==> config.mk <==
export PLATFORM = sky130hd
export DESIGN_NAME = ofrb_align
export DESIGN_NICKNAME = d
export VERILOG_FILES = /design/src/hdl/ofrb_pkg.sv /design/src/hdl/ofrb_align.sv
export SDC_FILE = /design/constraint.sdc
export NUM_CORES = 1
export LEC_CHECK = 0
export BUFFER_PORTS_ARGS = -buffer_cell sky130_fd_sc_hd__buf_4
export CELL_PAD_IN_SITES_DETAIL_PLACEMENT = 0
export CELL_PAD_IN_SITES_GLOBAL_PLACEMENT = 1
export CORE_ASPECT_RATIO = 1.1
export CORE_MARGIN = 8
export CORE_UTILIZATION = 25
export DETAILED_ROUTE_END_ITERATION = 8
export PLACE_DENSITY = 0.72
export SLEW_MARGIN = 5
export SYNTH_ARGS = -nofsm -noshare
export SYNTH_HDL_FRONTEND = slang
export SYNTH_SLANG_ARGS = --single-unit
==> constraint.sdc <==
create_clock -name vclk -period 2.6
set_input_delay 0.52 -clock vclk [all_inputs]
set_output_delay 0.52 -clock vclk [all_outputs]
set_load 0.01 [all_outputs]
==> src/hdl/ofrb_pkg.sv <==
// Shared types, codes and defaults for the overlapping frame ring buffer.
package ofrb_pkg;

    localparam int unsigned BUFFER_BYTES_DEF = 65536;
    localparam int unsigned MAX_FRAME_DEF    = 512;

    typedef logic [1:0] t_req;
    localparam t_req REQ_WRITE = 2'd0;
    localparam t_req REQ_READ  = 2'd1;
    localparam t_req REQ_CLEAR = 2'd2;

    typedef logic [1:0] t_kind;
    localparam t_kind KIND_WRITE_DONE = 2'd0;
    localparam t_kind KIND_FRAME_WORD = 2'd1;
    localparam t_kind KIND_UNDERRUN   = 2'd2;
    localparam t_kind KIND_CLEARED    = 2'd3;

    typedef logic [1:0] t_cfg_idx;
    localparam t_cfg_idx CFG_FRAME_LEN = 2'd0;
    localparam t_cfg_idx CFG_HOP       = 2'd1;
    localparam t_cfg_idx CFG_READY     = 2'd2;

    localparam logic [9:0]  FRAME_LEN_RST = 10'd512;
    localparam logic [9:0]  HOP_RST       = 10'd512;
    localparam logic [16:0] READY_RST     = 17'd1024;

    // Byte lane where a frame word starts and how many bytes it carries.
    typedef struct packed {
        logic [2:0] lane;
        logic [3:0] cnt;
    } t_word_sel;

endpackage

==> src/hdl/ofrb_align.sv <==
// Byte rotate and tail mask that turn two stored rows into one frame word.
module ofrb_align (
    input  logic                 [63:0] i_lo,
    input  logic                 [63:0] i_hi,
    input  ofrb_pkg::t_word_sel         i_sel,
    output logic                 [63:0] o_word
);
    import ofrb_pkg::*;

    logic [127:0] w_pair;
    logic [127:0] w_shifted;

    assign w_pair    = {i_hi, i_lo};
    assign w_shifted = w_pair >> {i_sel.lane, 3'b000};

    // Zero the bytes past the end of the frame.
    always_comb begin
        for (int b = 0; b < 8; b++) begin
            if (4'(b) < i_sel.cnt) begin
                o_word[b*8 +: 8] = w_shifted[b*8 +: 8];
            end else begin
                o_word[b*8 +: 8] = 8'h00;
            end
        end
    end

endmodule

; Word level (Yosys, flattened, before mapping)
; Index checks and enable logic that the tools add are counted.
[word_totals]
mem_bits_rw = 0
word_cells = 17
output_inout_bits = 64
mem_count = 0
mem_bits_ro = 0
register_bits = 0
latchBits = 0
[op_classes]
bitwise = 0
muxes = 8
shifts = 1
n_addsub = 0
n_lt_le_gt_ge = 8
multipliers = 0
n_reduce_logical = 0
div_mod_pow = 0
n_eq_ne = 0
[op_table]
columns = cell, count
row1 = 128-bit by 6-bit >> shifter with 64-bit output, 1
row2 = 8-bit two-way mux, 8
row3 = 3-bit by 4-bit < comparator with 1-bit output (first input constant), 4
row4 = 1-bit by 4-bit < comparator with 1-bit output (first input constant), 2
row5 = 2-bit by 4-bit < comparator with 1-bit output (first input constant), 2

; Depth between registers and ports, before layout
; Gate-level depths: netlist (run 1).
[logic_depth]
word_depth = 2
mapped_depth = 6
ltp_nobuf = 3

; Worst setup path before layout (run 1)
; No wires, ideal clock.
[synth_path]
path_type = input-to-output
from = input i_sel[6] in the netlist's numbering
to = output o_word[32]
arrival_time_ns = 1.561
slack_ns = 0.519
cell_stages = 5
n_path_buf = 3
path_cell_list = buf_4 -> buf_6 -> buf_4 -> o21bai_4 -> o32ai_1
[synth_via]
elab_chain_cells = 2
[synth_lines]
columns = item, line
row1 = "start, declared", ofrb_align.sv:5  ; input ofrb_pkg::t_word_sel i_sel,
row2 = 128-bit by 6-bit >> shifter with 64-bit output, ofrb_align.sv:14  ; assign w_shifted = w_pair >> {i_sel.lane, 3'b000};
row3 = 8-bit two-way mux, ofrb_align.sv:19  ; if (4'(b) < i_sel.cnt) begin
row4 = "end, declared", ofrb_align.sv:6  ; output logic [63:0] o_word
; No other way between the ends.

; Worst setup path in the final report (run 1)
[layout_path]
from = input i_sel[5] in the netlist's numbering
to = output o_word[48]
; Same word-level chain as after synthesis.

==> results of run 1 <==
-- critical path: cells and delay by family --
| kind | cells | cell delay (ps) |
|---|---|---|
| muxes | 2 | 670 |
| AOI/OAI and AO/OA | 1 | 160 |
| buffers and inverters | 3 | 540 |
-- routing by layer --
layer	vias up	part of all wire, %	GRT usage (%)	wire, um
met3	10	8.7	3.26	1460
met4	0	0.93	1.67	156
met2	222	48	30.6	8070
met1	1974	42	26.1	7120
li1	1931	-	-	-
met5	-	0	0	0
-- cell type report --
type / instances / share of cell area [%]
Timing Repair Buffer: 218 / 35.7
Inverter: 1 / 0.0789
Multi-Input combinational cell: 347 / 60.1
Tap cell: 157 / 4.13
-- worst paths after layout --
kind / to / slack (ps) / cells past startpoint
worst max-delay path: o_word[48] / 170 / 6
worst min-delay path: o_word[57] / 1500 / 4
-- metrics by stage --
step / cell area, um^2 / setup slack (ps)
after floorplan: 3150 / 519
after global placement: 4760 / 184
after detailed placement: 4760 / 166
after CTS: 4760 / 168
after global routing: 4760 / 91.0
final: 4760 / 166
-- cell usage in the layout, fill, tap and decap left out --
cell and count:
a21oi_1 1, inv_2 1, o21bai_1 1, o21a_1 1, o32ai_1 24, a211oi_1 8, nand2_1 3, and3_1 1
or2_2 1, nand2b_1 4, buf_4 213, buf_12 5, nor3_1 33, nor2_1 49, mux2i_1 12, mux2_2 96
nor4_2 1, o22ai_1 72, mux4_2 8, a211o_1 1, o21ai_1 2, mux2_4 5, o21bai_4 1, o21ai_0 8
mux2i_4 4, nor2b_1 8, mux2_1 3
-- cell families (layout without fill, tap and decap cells) --
logic type             count (synthesis)  after routing
AO/OA/AOI/OAI                        119            119
AND/OR/NAND/NOR                      100            100
multiplexers                         128            128
buffers and inverters                 42            219
-- report_power, final --
part	internal [mW]	total [mW]	switching, mW
clock network	0	0	0
logic	0.566	1.10	0.536
registers	0	0	0
total	0.566	1.10	0.536
==> results.json, run 1 <==
{
  "wl_um": 16800,
  "slowest_delay_ps": 390,
  "synth.area.mux_share_pct": 50.2,
  "yosysTopAreaCell": "mux2_2",
  "grtUsageTotal_pct": 18.8,
  "cts-resized-gates": 0,
  "critical_path.startpoint": "i_sel[5]",
  "grt-ovfl-total": 0,
  "synth_commonest_cells": "mux2_2 (96), o22ai_1 (72), nor2_1 (49)",
  "hp-start": "i_sel[3]",
  "rsz0062_at_grt": "false",
  "power.total_mw": 1.10,
  "relSlewSlack_pct": 48.0,
  "fill_cells": 1347,
  "ys_seq_area_share_pct": 0,
  "hold_viol_final": 0,
  "layoutNonFillerInstCount": 723,
  "critPathArrivalTime_ps": 1910,
  "cp_slowest_cell": "mux2_2",
  "synth_area_um2": 3150,
  "ant_nets": 0,
  "synthesis.nets": 524,
  "gp_congestion": 0.880,
  "ys_types": 32,
  "dpl.hpwl_um": 13800,
  "synth-xor-area-share_pct": 0,
  "fmax_mhz": 411,
  "final.setup.tns_ps": 0,
  "initial_core_util_pct": 25.2,
  "layout.nets": 703,
  "ir_worst_vdd_uv": 82.1,
  "antenna_cells": 0,
  "status": "finished, final reports clean",
  "period_minus_slack_ps": 2430,
  "die_h_um": 134,
  "cts-hold-fix-buffers": 0,
  "io_pins": 199,
  "synth_top_family_by_area": "multiplexers",
  "yosysMostFrequentCell": "mux2_2",
  "power_density_nw_per_um2": 232,
  "antenna_found_initial": 0,
  "die-area_um2": 16500,
  "synth_fa_ha_area_share_pct": 0,
  "area_growth_pct": 51.0,
  "hold_class": "input port to primary output",
  "worst_pin_slew_ps": 778,
  "multi_input_area_um2": 2860,
  "clkbuf_count": 0,
  "syn_avg_cell_area_um2": 8.10,
  "crit_chain": "buf_4 -> buf_12 -> mux2_2 -> mux2i_1 -> o32ai_1 -> buf_4",
  "drv_cap": 0,
  "syn_inst": 389,
  "netlist_top_cells_area": "mux2_2 (34%), o22ai_1 (14%), o32ai_1 (6.7%)",
  "setup_violations": 0,
  "hold-worst-slack_ps": 1500,
  "die_w_um": 123,
  "drc": 0,
  "io_buffers": 191,
  "placed_cells": 723,
  "post-route-period-util_pct": 93.6,
  "core_area_um2": 12500,
  "synth_compound_area_share_pct": 26.0,
  "drive_gt1_share_pct": 59.2,
  "nFlopsAndLatches": 0,
  "grt_pass1_vias": 4071,
  "firstDrtPassIters": 7,
  "yosysWarnings": 0,
  "worstPathRequired_ps": 2080,
  "grt_max_degree": 39,
  "path_common_cell": "buf_4",
  "post_drt_wl_per_cell_um": 23.2,
  "synth-simple-area-share_pct": 14.6,
  "worst-path-max-fanout": 32,
  "via_count": 4137,
  "start_kind": "input port",
  "final_util_pct": 38.1,
  "viasPerCell": 5.72,
  "cp-end-kind": "primary output",
  "seq_area_um2": 0,
  "cts_setup_buffers": 0,
  "finalMaxSlewViolations": 0,
  "leakage_nw": 2.00,
  "rows": 43,
  "synth_top_area_share_pct": 34.3,
  "worst-setup-path-type": "input port to primary output",
  "drt_iter0_markers": 430,
  "grt_pass1_wl_um": 24500
}
Note: power is estimated with default switching activity, not from simulation.
==> run 2: changes to the inputs <==
Clock period 2.6 ns to 3 ns, I/O delays scaled along.
==> run 2 against run 1 <==
  * Die area unchanged
  * Final area decreased by 1.9%
  * Highest routed layer unchanged
  * Critical endpoint is now o_word[50]
  * Combinational power shrank 14%
  * Sequential share of layout area stayed put
==> results.json, run 2 (synthesis gave the netlist of run 1 again) <==
{
  "status": "finished, final reports clean",
  "leakage_nw": 1.96,
  "rows": 43,
  "fill_cells": 1316,
  "critPathArrivalTime_ps": 2130,
  "clkbuf_count": 0,
  "worstPathRequired_ps": 2400,
  "rsz0062_at_grt": "false",
  "die-area_um2": 16500,
  "nFlopsAndLatches": 0,
  "worst-setup-path-type": "input port to primary output",
  "wl_um": 16800,
  "layout_commonest_cell": "buf_4",
  "slowest_delay_ps": 380,
  "core_area_um2": 12500,
  "cts_setup_buffers": 0,
  "power_density_nw_per_um2": 202,
  "drive_gt1_share_pct": 58.7,
  "grtUsageTotal_pct": 18.9,
  "dpl.hpwl_um": 13600,
  "gp_congestion": 0.851,
  "via_count": 4045,
  "placed_cells": 716,
  "final.setup.tns_ps": 0,
  "post-route-period-util_pct": 90.8,
  "cp_slowest_cell": "mux2_2",
  "io_buffers": 191,
  "start_kind": "input port",
  "hold_viol_final": 0,
  "crit_chain": "buf_4 -> buf_12 -> mux2_2 -> mux2i_1 -> o32ai_1 -> buf_4",
  "drv_cap": 0,
  "path_common_cell": "buf_4",
  "io_pins": 199,
  "post_drt_wl_per_cell_um": 23.4,
  "grt-ovfl-total": 0,
  "crit_buf_inv": 3,
  "grt_pass1_vias": 4133,
  "finalMaxSlewViolations": 0,
  "antenna_cells": 0,
  "cts-resized-gates": 0,
  "drc": 0,
  "cp-end-kind": "primary output",
  "ir_worst_vdd_uv": 71.1,
  "firstDrtPassIters": 5,
  "initial_core_util_pct": 25.2,
  "layout.nets": 696,
  "worst-path-max-fanout": 45,
  "period_minus_slack_ps": 2730,
  "layoutNonFillerInstCount": 716,
  "die_w_um": 123,
  "critical_path.top_delay_family": "multiplexers",
  "seq_area_um2": 0,
  "grt_max_degree": 46,
  "fmax_mhz": 367,
  "setup_violations": 0,
  "ant_nets": 0,
  "antenna_found_initial": 0,
  "worst_pin_slew_ps": 788,
  "die_h_um": 134,
  "hold_class": "input port to primary output",
  "final_util_pct": 37.4,
  "grt_pass1_wl_um": 24600,
  "relSlewSlack_pct": 47.3,
  "drt_iter0_markers": 357,
  "power.total_mw": 0.942,
  "area_growth_pct": 48.2,
  "cts-hold-fix-buffers": 0,
  "final_cell_mix": "buf_4 (209), mux2_2 (96), o22ai_1 (72), nor2_1 (49), nor3_1 (33)",
  "viasPerCell": 5.65
}
[run 2: worst min-delay path, stage by stage]
cell and delay [ps]:
buf_4 180, o21ai_0 90, nor2_1 50, buf_4 140
[run 2: metal layers]
layer	up-vias	track usage, %	routed length, um
met2	198	30.2	7790
met4	0	2.81	244
met1	1913	25.8	7360
met3	12	3.89	1370
li1	1922	-	-
met5	-	0	0
[run 2: final timing paths]
check	start	slack, ps	to	cells after the start
min	i_sel[3]	1660	o_word[56]	4
max	i_sel[5]	270	o_word[50]	6
[run 2: stage by stage]
stage	area (um^2)	worst slack, ps	hold slack [ps]
after floorplan	3150	759	1530
after global placement	4670	295	1670
after detailed placement	4670	330	1660
after CTS	4670	308	1670
after global routing	4670	220	1680
final	4670	275	1660
[run 2: cell type report]
class	count	area, um^2	share of cell area, %
inverter	1	3.75	0.0804
multi-input combinational	347	2860	61.2
tap	157	196	4.21
timing repair buffer	211	1610	34.5
[run 2: report_power, final]
| part | leakage [nW] | total, mW | internal, mW | switching [mW] |
|---|---|---|---|---|
| sequential | 0 | 0 | 0 | 0 |
| combinational | 1.96 | 0.942 | 0.479 | 0.463 |
| clock | 0 | 0 | 0 | 0 |
==> run 3: changes to the inputs <==
Settings changed: REMOVE_ABC_BUFFERS set to 1.
==> run 3 against run 2 <==
  * Clock-buffer cell count unchanged
  * Worst setup slack improved by 8.2 ps
  * Final area grew 2.1%
  * Via count is 1.1% higher
  * Largest power group unchanged
==> results.json, run 3 (synthesis gave the netlist of run 1 again) <==
{
  "hold_class": "input port to primary output",
  "crit_buf_inv": 2,
  "ant_nets": 0,
  "grt_pass1_vias": 4281,
  "critPathArrivalTime_ps": 2120,
  "path_common_cell": "buf_4",
  "cts-hold-fix-buffers": 0,
  "cp_slowest_cell": "nor2_1",
  "die_h_um": 134,
  "grt_max_degree": 36,
  "hold_viol_final": 0,
  "hp-start": "i_sel[3]",
  "worst-path-max-fanout": 17,
  "layout_commonest_cell": "buf_4",
  "initial_core_util_pct": 25.2,
  "io_pins": 199,
  "grt-ovfl-total": 0,
  "seq_area_um2": 0,
  "post_drt_wl_per_cell_um": 22.5,
  "crit_chain": "buf_4 -> nor2_1 -> nor3_1 -> buf_4",
  "start_kind": "input port",
  "fin_ws_ps": 283,
  "design_area_um2": 4770,
  "hold-worst-slack_ps": 1670,
  "via_count": 4091,
  "whs_endpoint": "o_word[60]",
  "drt_iter0_markers": 258,
  "nFlopsAndLatches": 0,
  "status": "finished, final reports clean",
  "wl_um": 16200,
  "core_area_um2": 12500,
  "worst_pin_slew_ps": 1150,
  "relSlewSlack_pct": 23.0,
  "post-route-period-util_pct": 90.6,
  "firstDrtPassIters": 5,
  "power.total_mw": 0.938,
  "cts_setup_buffers": 0,
  "fill_cells": 1319,
  "worstPathRequired_ps": 2400,
  "io_buffers": 191,
  "drc": 0,
  "area_growth_pct": 51.3,
  "gp_congestion": 0.848,
  "pre_cts_ws_ps": 252,
  "cts-resized-gates": 0,
  "leakage_nw": 2.00,
  "fmax_mhz": 368,
  "finalMaxSlewViolations": 0,
  "rows": 43,
  "final_cell_mix": "buf_4 (208), mux2_2 (96), o22ai_1 (72), nor2_1 (49), nor3_1 (32)",
  "antenna_cells": 0,
  "power_density_nw_per_um2": 197,
  "slowest_delay_ps": 890,
  "final.setup.tns_ps": 0,
  "grt_pass1_wl_um": 23900,
  "postPlaceCellArea_um2": 4770,
  "critical_path.top_delay_family": "simple AND/OR/NAND/NOR gates",
  "multi_input_area_um2": 2860,
  "setup_violations": 0,
  "die-area_um2": 16500,
  "cp-end-kind": "primary output",
  "grtUsageTotal_pct": 18.2,
  "layout.nets": 700,
  "drv_cap": 0,
  "drive_gt1_share_pct": 59.1,
  "die_w_um": 123,
  "rsz0062_at_grt": "false",
  "antenna_found_initial": 0,
  "dpl.hpwl_um": 12500,
  "viasPerCell": 5.68,
  "period_minus_slack_ps": 2720,
  "clkbuf_count": 0,
  "worst-setup-path-type": "input port to primary output",
  "ir_worst_vdd_uv": 79.0,
  "worstHoldPathCells": 4
}
[run 3: through the flow]
stage,cells,utilization [%]
2_1_floorplan,348,-
3_3_place_gp,720,38.2
3_5_place_dp,720,38.2
4_1_cts,720,38.2
5_1_grt,720,38.2
6_report,720,38.2
[run 3: per-layer routing]
layer / GRT usage (%) / part of all wire [%] / vias up
li1: - / - / 1915
met1: 23.1 / 40 / 1950
met2: 31.6 / 49 / 211
met3: 3.09 / 8.7 / 15
met4: 3.35 / 1.6 / 0
met5: 0 / 0 / -
[run 3: area by class of cell]
type / instances / share of cell area [%]
Inverter: 1 / 0.0788
Multi-Input combinational cell: 347 / 60.1
Tap cell: 157 / 4.12
Timing Repair Buffer: 215 / 35.7
[run 3: worst max path at each step]
stage,start,end,slack [ps],cells after the start
finish,i_sel[3],o_word[29],280,4
global route,i_sel[0],o_word[55],230,5
CTS,i_sel[0],o_word[55],260,5
detailed placement,i_sel[0],o_word[55],250,5
global placement,i_sel[0],o_word[50],250,5
floorplan,i_sel[6],o_word[6],670,3
[run 3: worst min-delay path, cell delays in order]
cell,delay (ps)
buf_4,190
o21ai_0,100
nor2_1,50
buf_4,130
[run 3: power breakdown]
group | internal (mW) | switching (mW)
registers | 0 | 0
logic | 0.490 | 0.448
clock network | 0 | 0
